<file path="config.mk">
export PLATFORM = sky130hd
export DESIGN_NAME = hbp_pack
export DESIGN_NICKNAME = d
export VERILOG_FILES = /design/src/hbp_pkg.sv /design/src/hbp_pack.sv
export SDC_FILE = /design/constraint.sdc
export NUM_CORES = 1
export LEC_CHECK = 0
export BUFFER_PORTS_ARGS = -buffer_cell sky130_fd_sc_hd__buf_2
export CORE_MARGIN = 5
export CORE_UTILIZATION = 45
export CTS_BUF_LIST = sky130_fd_sc_hd__clkbuf_16
export CTS_CLUSTER_SIZE = 10
export DETAILED_ROUTE_END_ITERATION = 7
export HOLD_SLACK_MARGIN = 0.15
export PLACE_DENSITY = 0.67
export SLEW_MARGIN = 20
export SYNTH_ARGS = -nofsm -noshare
export SYNTH_HDL_FRONTEND = slang
export SYNTH_SLANG_ARGS = --single-unit
</file>
<file path="constraint.sdc">
create_clock -name i_clk -period 5.94 [get_ports i_clk]
set_clock_uncertainty 0.15 [all_clocks]
set_input_delay 0 -clock i_clk [delete_from_list [all_inputs] [get_ports i_clk]]
set_output_delay 0 -clock i_clk [all_outputs]
set_load 0.01 [all_outputs]
</file>
<file path="src/hbp_pkg.sv">
// Shared types and constants of the Huffman code bit packer.
`default_nettype none

package hbp_pkg;

    // Field widths fixed by the item format.
    localparam int CODE_W  = 32;
    localparam int LEN_W   = 6;
    localparam int ENTRY_W = CODE_W + LEN_W;
    // Staging word: up to seven pending bits plus a full 32-bit code, rounded to bytes.
    localparam int WORD_W  = 40;
    localparam int PEND_W  = 7;
    localparam int CNT_W   = 3;
    localparam int LEFT_W  = 3;

    // Item operations.
    typedef enum logic [1:0] {
        OP_LOAD   = 2'd0,
        OP_ENCODE = 2'd1,
        OP_FLUSH  = 2'd2,
        OP_NONE   = 2'd3
    } t_opcode;

    // Result kinds.
    localparam logic KIND_DATA  = 1'b0;
    localparam logic KIND_ERROR = 1'b1;

    // Looked-up item handed from the table stage to the packer.
    typedef struct packed {
        logic                vld;
        t_opcode             op;
        logic                hit;
        logic [LEN_W-1:0]    len;
        logic [CODE_W-1:0]   bits;
    } t_lookup;

endpackage

`default_nettype wire

</file>
<file path="src/hbp_pack.sv">
// Bit packer: pending-bit accumulator and byte emitter.
`default_nettype none

module hbp_pack (
    input  wire logic              i_clk,
    input  wire logic              i_rst_n,
    input  wire hbp_pkg::t_lookup  i_lookup,
    output logic                   o_advance,
    output logic                   o_valid,
    input  wire logic              i_ready,
    output logic [7:0]             o_out_byte,
    output logic                   o_kind,
    output logic                   o_last
);

    logic [hbp_pkg::WORD_W-1:0]  acc;
    logic [hbp_pkg::WORD_W-1:0]  aligned;
    logic [hbp_pkg::LEN_W-1:0]   total;
    logic [hbp_pkg::LEN_W-1:0]   lshift;
    logic [hbp_pkg::PEND_W-1:0]  keep_mask;
    logic [7:0]                  flush_byte;
    logic                        is_error;
    logic [hbp_pkg::LEFT_W-1:0]  n_res;
    logic [hbp_pkg::WORD_W-1:0]  n_load_word;
    logic                        n_load_kind;
    logic                        emit_free;
    logic                        beat;

    logic [hbp_pkg::PEND_W-1:0]  r_pend_bits;
    logic [hbp_pkg::CNT_W-1:0]   r_pend_cnt;
    logic [hbp_pkg::WORD_W-1:0]  r_word;
    logic [hbp_pkg::LEFT_W-1:0]  r_left;
    logic                        r_kind;

    // Append the code behind the pending bits and left-align the result.
    always_comb begin
        acc        = (hbp_pkg::WORD_W'(r_pend_bits) << i_lookup.len)
                   | hbp_pkg::WORD_W'(i_lookup.bits);
        total      = hbp_pkg::LEN_W'(r_pend_cnt) + i_lookup.len;
        lshift     = hbp_pkg::LEN_W'(hbp_pkg::WORD_W) - total;
        aligned    = acc << lshift;
        keep_mask  = ~(hbp_pkg::PEND_W'('1) << total[2:0]);
        flush_byte = 8'({1'b0, r_pend_bits} << (4'd8 - 4'(r_pend_cnt)));
        is_error   = !i_lookup.hit || (i_lookup.len == '0);
    end

    // Results caused by the item in the lookup stage.
    always_comb begin
        n_res       = '0;
        n_load_word = aligned;
        n_load_kind = hbp_pkg::KIND_DATA;
        unique case (i_lookup.op)
            hbp_pkg::OP_ENCODE: begin
                if (is_error) begin
                    n_res       = hbp_pkg::LEFT_W'(1);
                    n_load_word = '0;
                    n_load_kind = hbp_pkg::KIND_ERROR;
                end else begin
                    n_res = total[5:3];
                end
            end
            hbp_pkg::OP_FLUSH: begin
                n_res       = (r_pend_cnt != '0) ? hbp_pkg::LEFT_W'(1) : '0;
                n_load_word = {flush_byte, (hbp_pkg::WORD_W - 8)'(0)};
            end
            hbp_pkg::OP_LOAD,
            hbp_pkg::OP_NONE: begin
                n_res = '0;
            end
            default: begin
                n_res = '0;
            end
        endcase
    end

    // The emitter can take new results once its last byte leaves.
    assign beat      = o_valid && i_ready;
    assign emit_free = (r_left == '0) || ((r_left == hbp_pkg::LEFT_W'(1)) && i_ready);
    assign o_advance = i_lookup.vld && ((n_res == '0) || emit_free);

    // Pending bits update as the item leaves the lookup stage.
    always_ff @(posedge i_clk) begin
        if (!i_rst_n) begin
            r_pend_bits <= '0;
            r_pend_cnt  <= '0;
        end else if (o_advance) begin
            if (i_lookup.op == hbp_pkg::OP_ENCODE && !is_error) begin
                r_pend_bits <= acc[hbp_pkg::PEND_W-1:0] & keep_mask;
                r_pend_cnt  <= total[2:0];
            end else if (i_lookup.op == hbp_pkg::OP_FLUSH) begin
                r_pend_bits <= '0;
                r_pend_cnt  <= '0;
            end
        end
    end

    // Byte emitter: one byte per beat from the top of the staging word.
    always_ff @(posedge i_clk) begin
        if (!i_rst_n) begin
            r_left <= '0;
        end else if (o_advance && (n_res != '0)) begin
            r_left <= n_res;
        end else if (beat) begin
            r_left <= r_left - hbp_pkg::LEFT_W'(1);
        end
    end

    always_ff @(posedge i_clk) begin
        if (o_advance && (n_res != '0)) begin
            r_word <= n_load_word;
            r_kind <= n_load_kind;
        end else if (beat) begin
            r_word <= r_word << 8;
        end
    end

    assign o_valid    = (r_left != '0);
    assign o_out_byte = r_word[hbp_pkg::WORD_W-1 -: 8];
    assign o_kind     = r_kind;
    assign o_last     = (r_left == hbp_pkg::LEFT_W'(1));

endmodule

`default_nettype wire

</file>
==> qor.csv, run 1 <==
stage,metric,value,unit
global_routing,grt ovf,0,
critical_path,Startpoint Class,register,
clock_tree,H-tree depth,2,
route,vias,7135,
critical_path,Worst R2R End,r_word[16]$_DFFE_PP_,
synth,sequential fraction of the synthesis area,21.9,%
sta,setup violators final,0,
placed_design,GP Congestion,0.956,
synth,Synth Cell Area,6810,sq um
clock_tree,Resize count post-CTS,0,
clock_tree,# Post-CTS Setup Buffers,0,
power,Comb power frac,50.0,%
min_path,Min-Delay Path Class,in -> reg,
synth,main area contributors after synthesis,"edfxtp_1 (18%), mux2i_1 (8.5%), nor2_1 (4.4%), nand2_1 (4.2%), a21oi_1 (4.0%)",
power,Pwr Total,1.98,mW
synth,synth warn,0,
critical_path,"reg-to-reg slack, setup",0.98,ns
layout,diode count,0,
synth,share of the synthesized area in the top cell type,18.1,%
min_path,hold path depth,5,
placed_design,post-DP HPWL,17300,um
power,design internal power,1.17,mW
sta,post-route minimum period,4.96,ns
clock_tree,Clock transition at path regs,0.07,ns
sta,Rel. slew slack,36.3,%
route,Avg WL per Cell,22.1,um
synth,Seq cells post-synth,54,
sta,endpoints failing hold,0,
route,TritonRoute pass-1 iters,6,
sta,setup TNS,0,ns
die,initial core utilization,45.3,%
die,IO Count,57,
layout,nets,921,
global_routing,initial antenna violation count,0,
synth,syn nets,909,
critical_path,CP max FO,36,
power,NetSw,0.811,mW
synth,Synth async-reset ratio,0,%
route,DR DRC count,0,
clock_tree,total CTS buffers,5,
power,Power Density,269,nW/um^2
synth,Main synth FF type,edfxtp_1,
clock_tree,CTS root buf,clkbuf_16,
die,die width,133,um
synth,Mapped Cells,849,
critical_path,FF-to-FF Start,r_pend_cnt[0]$_SDFFE_PN0P_,
placed_design,placed cell area,7090,sq um
run,max cap viols,0,
route,"wirelength, routed",23200,um
sta,Peak Freq,0.202,GHz
global_routing,overall routing resource usage,25.3,%
critical_path,crit path to,r_word[16]$_DFFE_PP_,
global_routing,global-route wire length before repair,36500,um
clock_tree,CTS tree,built,
clock_tree,# hold bufs at CTS,13,
layout,post-route cell area,7380,sq um
die,row cnt,45,
power,Sw Share,40.8,%
sta,RSZ-0062 raised after global routing,no,
power,Leak,2.79,nW
critical_path,critical path launch point,r_pend_cnt[0]$_SDFFE_PN0P_,
sta,Worst-Margin Slew,0.955,ns
layout,layout cells sized above 1,15.9,%
die,Floorplan Core Area,15000,sq um
synth,syn_area_per_cell,8.03,sq um
synth,"EDFF count, synth",41,
power,worst vdd ir,159,uV
synth,Yosys top cell by area,edfxtp_1,
synth,Netlist cell types,91,
die,Die Ht,133,um
critical_path,worst r2r path cells,14,
global_routing,largest net degree at the start of global routing,51,
clock_tree,Sink Count,54,
die,die area,17700,sq um
route,initial DRC count,859,
power,Clk pwr share,17.0,%
layout,area delta synth->final,8.37,%
placed_design,port bufs,56,
clock_tree,clock tree buffer depth,2,
critical_path,CP Capture Type,register,
status,status,finished clean,
critical_path,Crit path arrival time,4.87,ns
critical_path,Crit Path Category,reg -> reg,
sta,Max Slew Vio Count,0,
global_routing,vias in the first global route,6529,
critical_path,Critical Path RT,5.85,ns
power,proportion of power drawn by flip-flops and latches,33.0,%
route,antenna-violating nets left,0,
route,DR vias/cell,6.80,
clock_tree,worst skew pair latency,0.30,ns
sta,Tcrit/Tclk final,83.5,%
[through the flow]
stage	worst slack (ns)	utilization [%]	instances	hold slack, ns
2_1_floorplan	1.70	-	849	-0.0168
3_3_place_gp	1.23	47.2	1029	0.201
3_5_place_dp	1.11	47.2	1029	0.203
4_1_cts	1.11	49.1	1049	0.167
5_1_grt	0.648	49.1	1049	0.199
6_report	0.979	49.1	1049	0.178
[worst max-delay path, stage by stage (launching register included)]
cell,delay (ns)
dfxtp_1,0.57
ha_1,0.31
fa_1,0.53
inv_1,0.12
ha_1,0.21
inv_1,0.09
ha_2,0.65
inv_2,0.42
o21ai_0,0.27
a21oi_1,0.06
a211oi_1,0.61
mux2i_1,0.18
a211oi_1,0.27
a21oi_1,0.08
a22o_1,0.20
[kinds of logic after synthesis]
| logic type | count (synthesis) | share of synthesized area [%] |
|---|---|---|
| simple gates | 283 | 20.3 |
| compound gates | 294 | 31.0 |
| mux | 91 | 15.7 |
| fa+ha+maj | 16 | 3.01 |
| flops | 54 | 21.9 |
| buf+inv | 101 | 6.68 |
| xor+xnor | 10 | 1.40 |
[worst min path at each step]
stage / startpoint / end
2_1_floorplan: i_lookup[41] / o_advance
3_3_place_gp: i_rst_n / r_left[1]$_SDFFE_PN0P_
3_5_place_dp: i_rst_n / r_left[1]$_SDFFE_PN0P_
4_1_cts: i_lookup[1] / r_pend_bits[1]$_SDFFE_PN0P_
5_1_grt: i_lookup[37] / r_left[2]$_SDFFE_PN0P_
6_report: i_lookup[1] / r_pend_bits[1]$_SDFFE_PN0P_
[state kept, by name, summed over array words and instances (netlist names)]
name         flops
r_left           3
o_kind           1
r_word          40
r_pend_bits      7
r_pend_cnt       3
[layout by cell type, fill, tap and decap left out, types with 7 or more instances in the layout]
cell type       n
nand2b_1       16
mux4_2          7
o21ai_0        44
mux2i_1        58
a211oi_1       17
nor3_1         24
buf_4          14
a21o_1          9
o211ai_1        8
a32oi_1         8
edfxtp_1       41
nand2_1        77
a31oi_1        16
a2bb2oi_1      10
buf_2          56
and2_1          8
inv_1          21
nor2_1         79
and3_1          8
dlygate4sd3_1  13
a22o_1         14
a32o_1          7
dfxtp_1        13
ha_1           13
nor2b_1        14
a21oi_1        55
o22ai_1        10
o21a_1          7
mux2_2         20
or2_2           7
nand3_1        20
a22oi_1        15
[cell type report]
class                           count  area (sq um)
Fill cell                        1447          7650
Inverter                           23          86.3
Timing Repair Buffer               83           515
Multi-Input combinational cell    694          4890
Tap cell                          188           235
Clock buffer                        5           125
Sequential cell                    54          1490
Clock inverter                      2          38.8
[synthesized netlist by cell type (15+ instances only)]
| library cell | count |
|---|---|
| nor2_1 | 79 |
| nand2_1 | 77 |
| mux2i_1 | 58 |
| a21oi_1 | 55 |
| o21ai_0 | 44 |
| clkbuf_1 | 43 |
| edfxtp_1 | 41 |
| nor3_1 | 24 |
| inv_1 | 21 |
| mux2_2 | 20 |
| nand3_1 | 20 |
| a211oi_1 | 17 |
| a31oi_1 | 16 |
| nand2b_1 | 16 |
| a22oi_1 | 15 |
| buf_2 | 15 |
[power by group through the flow]
stage | clock network, mW | logic (mW) | registers [mW]
after floorplan | 0 | 0.726 | 0.645
after detailed placement | 0 | 0.953 | 0.662
after global placement | 0 | 0.943 | 0.658
final | 0.338 | 0.992 | 0.655
after global routing | 0.351 | 1.08 | 0.667
after CTS | 0.339 | 0.974 | 0.656
[routing by layer]
| metal | track usage (%) | up-vias | part of all wire (%) |
|---|---|---|---|
| li1 | - | 3266 | - |
| met1 | 36.6 | 3399 | 44 |
| met2 | 39.0 | 412 | 44 |
| met3 | 2.93 | 58 | 8.4 |
| met4 | 8.72 | 0 | 3.3 |
| met5 | 0 | - | 0 |
Note: power is estimated with default switching activity, not from simulation.
==> run 2, diff against run 1 <==
Settings changed: ABC_AREA from default to 1, PLACE_DENSITY 0.67 to 0.7.
Clock period 5.94 ns to 4.36 ns, I/O delays scaled along.
==> qor.csv, run 2 <==
stage,metric,value,unit
synth,top post-synthesis cells by count,"nand3_1 (296), nand2_1 (290), inv_1 (76)",
layout,nets,1098,
clock_tree,Resize count post-CTS,0,
die,row cnt,42,
die,IO Count,57,
sta,endpoints failing hold,0,
sta,Tcrit/Tclk final,81.6,%
critical_path,Critical Path RT,4.25,ns
clock_tree,CTS root buf,clkbuf_16,
clock_tree,Clock transition at path regs,0.07,ns
global_routing,grt ovf,0,
synth,sequential fraction of the synthesis area,24.1,%
synth,Synth Cell Area,6180,sq um
min_path,Min-Delay Path Class,in -> reg,
critical_path,Worst path max stage delay,0.56,ns
layout,"most common cell after layout, fill and taps aside",nand3_1,
clock_tree,worst skew pair latency,0.30,ns
critical_path,"reg-to-reg slack, setup",0.80,ns
sta,Peak Freq,0.281,GHz
layout,most frequent cells in the layout,"nand3_1 (296), nand2_1 (290), inv_1 (76)",
clock_tree,CTS tree,built,
global_routing,initial antenna violation count,0,
layout,max FFs per register,40,
sta,Rel. slew slack,62.0,%
layout,area delta synth->final,9.16,%
sta,hold_ws,0.180,ns
layout,Biggest register,r_word,
global_routing,global-route wire length before repair,33100,um
synth,Mapped Cells,1017,
die,Die Ht,127,um
clock_tree,H-tree depth,2,
synth,main area contributors after synthesis,"nand3_1 (24%), edfxtp_1 (20%), nand2_1 (18%), inv_1 (4.6%), dfxtp_1 (4.2%)",
route,DR vias/cell,5.79,
synth,Synth async-reset ratio,0,%
run,max cap viols,0,
die,die area,16200,sq um
sta,RSZ-0062 raised after global routing,no,
route,DR DRC count,0,
status,status,finished clean,
global_routing,largest net degree at the start of global routing,45,
route,Avg WL per Cell,16.7,um
clock_tree,Sink Count,54,
route,antenna-violating nets left,0,
route,vias,7032,
sta,setup violators final,0,
power,worst vdd ir,186,uV
synth,Yosys top cell by area,nand3_1,
global_routing,met1 usage,34.6,%
clock_tree,# Post-CTS Setup Buffers,0,
critical_path,"Max stage delay cell, worst path",dfxtp_1,
critical_path,Crit path arrival time,3.45,ns
global_routing,grt met3 use,3.01,%
critical_path,Crit Path Category,reg -> reg,
placed_design,port bufs,56,
synth,synth warn,0,
critical_path,Critical Path Most Common Cell,ha_1,
layout,layout cells sized above 1,11.4,%
route,"wirelength, routed",20300,um
die,Floorplan Core Area,13300,sq um
global_routing,overall routing resource usage,25.2,%
layout,FILL cells,1425,
sta,setup TNS,0,ns
sta,post-route minimum period,3.56,ns
power,Power Density,335,nW/um^2
global_routing,global routing usage on met2,40.8,%
synth,Netlist cell types,52,
placed_design,GP Congestion,0.997,
synth,"EDFF count, synth",41,
sta,Max Slew Vio Count,0,
global_routing,vias in the first global route,6513,
synth,Seq cells post-synth,54,
critical_path,CP max FO,36,
critical_path,Startpoint Class,register,
die,die width,127,um
synth,Main synth FF type,edfxtp_1,
placed_design,post-DP HPWL,15900,um
synth,most common cell in the netlist,nand3_1,
clock_tree,total CTS buffers,5,
power,Leak,3.14,nW
synth,syn_area_per_cell,6.08,sq um
layout,biggest registers after layout,"r_word: 40 flops, r_pend_bits: 7 flops",
clock_tree,clock tree buffer depth,2,
critical_path,CP Cell Sequence,ha_1 -> fa_1 -> inv_1 -> ha_1 -> inv_1 -> ha_1 -> clkinv_1 -> buf_4 -> nand3_1 -> nand2_1 -> o21ai_0 -> o211ai_1 -> nand2_1,
die,initial core utilization,46.3,%
sta,Worst-Margin Slew,0.569,ns
synth,syn nets,1077,
synth,share of the synthesized area in the top cell type,24.0,%
critical_path,CP Capture Type,register,
layout,diode count,0,
route,TritonRoute pass-1 iters,6,
route,initial DRC count,869,
global_routing,GRT Max-Usage Layer,met2,
==> run 2: worst paths after layout <==
path         depth (start not counted)                     endpoint                  startpoint
max                                 13         r_word[31]$_DFFE_PP_  r_pend_cnt[0]$_SDFFE_PN0P_
min                                  5  r_pend_bits[4]$_SDFFE_PN0P_                i_lookup[40]
max reg2reg                         13         r_word[31]$_DFFE_PP_  r_pend_cnt[0]$_SDFFE_PN0P_
min reg2reg                          2       r_left[1]$_SDFFE_PN0P_      r_left[1]$_SDFFE_PN0P_
==> run 2: report_power, final <==
| group | internal [mW] | switching, mW | total (mW) | leakage, nW |
|---|---|---|---|---|
| registers | 0.719 | 0.0341 | 0.753 | 0.501 |
| clock network | 0.213 | 0.188 | 0.401 | 0.0679 |
| logic | 0.358 | 0.750 | 1.11 | 2.58 |
| total | 1.29 | 0.972 | 2.26 | 3.14 |
==> run 2: stage by stage <==
stage               worst slack (ns)  utilization, %  std cells  cell area, sq um  power, mW
detailed placement             0.850            48.5       1194              6480       1.85
global route                   0.535            50.6       1215              6750       2.42
global placement               0.905            48.5       1194              6480       1.85
CTS                            0.812            50.6       1215              6750       2.25
finish                         0.802            50.6       1215              6750       2.26
floorplan                      0.945               -       1017              6180       1.57
==> run 2: repair_timing <==
action | in CTS | in global routing
endpoints found under the hold margin | 14 | 0
endpoints found under the setup margin | 0 | 0
hold buffers | 13 | 0
==> run 2: cells by family after synthesis <==
family	synth area share [%]
and+or+nand+nor	50.0
xor gates and xnor gates	1.52
adders and majority gates	3.16
buffers and inverters	10.4
DFF	24.1
muxes	0.647
AOI/OAI and AO/OA	10.2
==> run 2: layer usage <==
metal	part of all wire [%]	wire, um
met5	0	0
met4	3.6	739
met3	7.9	1610
met2	46	9260
met1	43	8730
==> run 2: layout make-up <==
class / count / area, sq um / share of cell area (%)
sequential: 54 / 1490 / 22.1
timing repair buffer: 81 / 513 / 7.60
clock inverter: 3 / 20.0 / 0.297
inverter: 88 / 333 / 4.93
tap: 176 / 220 / 3.26
clock buffer: 5 / 125 / 1.85
multi-input combinational: 808 / 4050 / 60.0
==> run 2: worst max-delay path, delay by kind of cell (launching register included) <==
| kind | cells | cell delay, ns |
|---|---|---|
| DFF | 1 | 0.56 |
| and+or+nand+nor | 3 | 0.37 |
| AOI/OAI and AO/OA | 2 | 0.41 |
| adders and majority gates | 4 | 1.24 |
| buffers and inverters | 4 | 0.55 |
==> run 3, diff against run 2 <==
Settings changed: PLACE_DENSITY 0.7 to 0.67.
Clock period 4.36 ns to 3.3 ns, I/O delays scaled along.
==> qor.csv, run 3 (synthesis results as in run 2) <==
stage,metric,value,unit
status,status,finished clean,
clock_tree,total CTS buffers,5,
clock_tree,worst skew pair latency,0.30,ns
sta,Final WS setup,0.120,ns
route,DR DRC count,0,
clock_tree,H-tree depth,2,
critical_path,worst r2r path cells,13,
global_routing,grt ovf,0,
route,Avg WL per Cell,17.4,um
power,Pwr Total,3.08,mW
placed_design,port bufs,56,
critical_path,Startpoint Class,register,
die,Die Ht,127,um
die,die width,127,um
critical_path,CP max FO,36,
layout,most frequent cells in the layout,"nand3_1 (296), nand2_1 (289), inv_1 (76)",
critical_path,crit path to,r_word[31]$_DFFE_PP_,
sta,Tcrit/Tclk final,96.3,%
clock_tree,Sink Count,54,
layout,biggest registers after layout,"r_word: 40 flops, r_pend_bits: 7 flops",
critical_path,"reg-to-reg slack, setup",0.12,ns
die,initial core utilization,46.3,%
global_routing,largest net degree at the start of global routing,43,
die,die area,16200,sq um
global_routing,initial antenna violation count,0,
route,initial DRC count,801,
sta,Peak Freq,0.315,GHz
layout,Biggest register,r_word,
route,TritonRoute pass-1 iters,6,
clock_tree,clock tree buffer depth,2,
die,IO Count,57,
sta,Max Slew Vio Count,0,
layout,"most common cell after layout, fill and taps aside",nand3_1,
clock_tree,CTS tree,built,
layout,Final Non-Filler Cells,1226,
layout,nets,1110,
layout,area delta synth->final,12.1,%
layout,layout cells sized above 1,12.7,%
run,max cap viols,0,
critical_path,Crit path arrival time,3.09,ns
layout,max FFs per register,40,
global_routing,vias in the first global route,6571,
die,Floorplan Core Area,13300,sq um
power,worst vdd ir,219,uV
critical_path,critical path launch point,r_pend_cnt[0]$_SDFFE_PN0P_,
critical_path,Worst R2R End,r_word[31]$_DFFE_PP_,
placed_design,pre-CTS setup slack,0.184,ns
min_path,Min-Delay Path Class,in -> reg,
die,row cnt,42,
sta,Rel. slew slack,65.0,%
route,antenna-violating nets left,0,
layout,diode count,0,
sta,Worst-Margin Slew,0.523,ns
layout,post-route cell area,6930,sq um
critical_path,FF-to-FF Start,r_pend_cnt[0]$_SDFFE_PN0P_,
placed_design,placed cell area,6640,sq um
global_routing,global-route wire length before repair,34300,um
placed_design,placed instance count,1204,
power,Leak,3.23,nW
critical_path,CP Capture Type,register,
placed_design,post-DP HPWL,16600,um
route,"wirelength, routed",21300,um
critical_path,Crit Path Category,reg -> reg,
route,DR vias/cell,5.81,
sta,RSZ-0062 raised after global routing,no,
placed_design,GP Congestion,0.963,
layout,fin util,51.9,%
sta,hold_ws,0.168,ns
power,Power Density,444,nW/um^2
sta,endpoints failing hold,0,
clock_tree,CTS root buf,clkbuf_16,
clock_tree,Clock transition at path regs,0.08,ns
sta,setup violators final,0,
global_routing,overall routing resource usage,26.3,%
sta,post-route minimum period,3.18,ns
critical_path,Critical Path RT,3.21,ns
route,vias,7119,
sta,setup TNS,0,ns
run 3: critical path: stages (launching register included):
cell and delay (ns):
dfxtp_1 0.33, ha_1 0.21, fa_2 0.59, inv_1 0.06
ha_1 0.21, inv_1 0.08, ha_1 0.27, clkinv_1 0.09
buf_12 0.19, nand3_1 0.11, nand2_1 0.13, o21ai_0 0.19
o211ai_1 0.25, nand2_1 0.07
run 3: power by group:
group	total [mW]	leakage, nW	internal [mW]	switching [mW]
Sequential	1.00	0.501	0.951	0.0492
Clock	0.535	0.0662	0.279	0.256
Combinational	1.54	2.67	0.523	1.02
Total	3.08	3.23	1.75	1.32
run 3: area by class of cell:
type	instances	area, sq um
repair buffers	93	691
clock inverters	2	13.8
inverters	88	335
flip-flops and latches	54	1490
multi-input cells	808	4060
fillers	1410	6410
well taps	176	220
clock buffers	5	125
run 3: metal layers:
layer | global-route usage (%) | vias up | part of all wire, %
met3 | 3.21 | 37 | 7.1
met5 | 0 | - | 0
met1 | 37.7 | 3263 | 45
met2 | 41.3 | 310 | 45
met4 | 8.58 | 0 | 3.0
li1 | - | 3509 | -
run 3: worst min-delay path by stage:
stage	start	depth (start not counted)	endpoint
finish	i_lookup[40]	5	r_pend_cnt[1]$_SDFFE_PN0P_
floorplan	i_rst_n	2	r_left[0]$_SDFFE_PN0P_
global placement	i_rst_n	3	r_left[0]$_SDFFE_PN0P_
global route	i_lookup[40]	5	r_pend_bits[3]$_SDFFE_PN0P_
detailed placement	i_rst_n	3	r_left[0]$_SDFFE_PN0P_
CTS	i_lookup[40]	5	r_pend_cnt[1]$_SDFFE_PN0P_
run 3: what timing repair did:
item / 4_1_cts / 5_1_grt
endpoints found under the hold margin: 14 / 0
setup endpoints to repair: 0 / 2
buffers inserted: 0 / 2
hold buffers: 13 / 0
resized for setup: 0 / 6
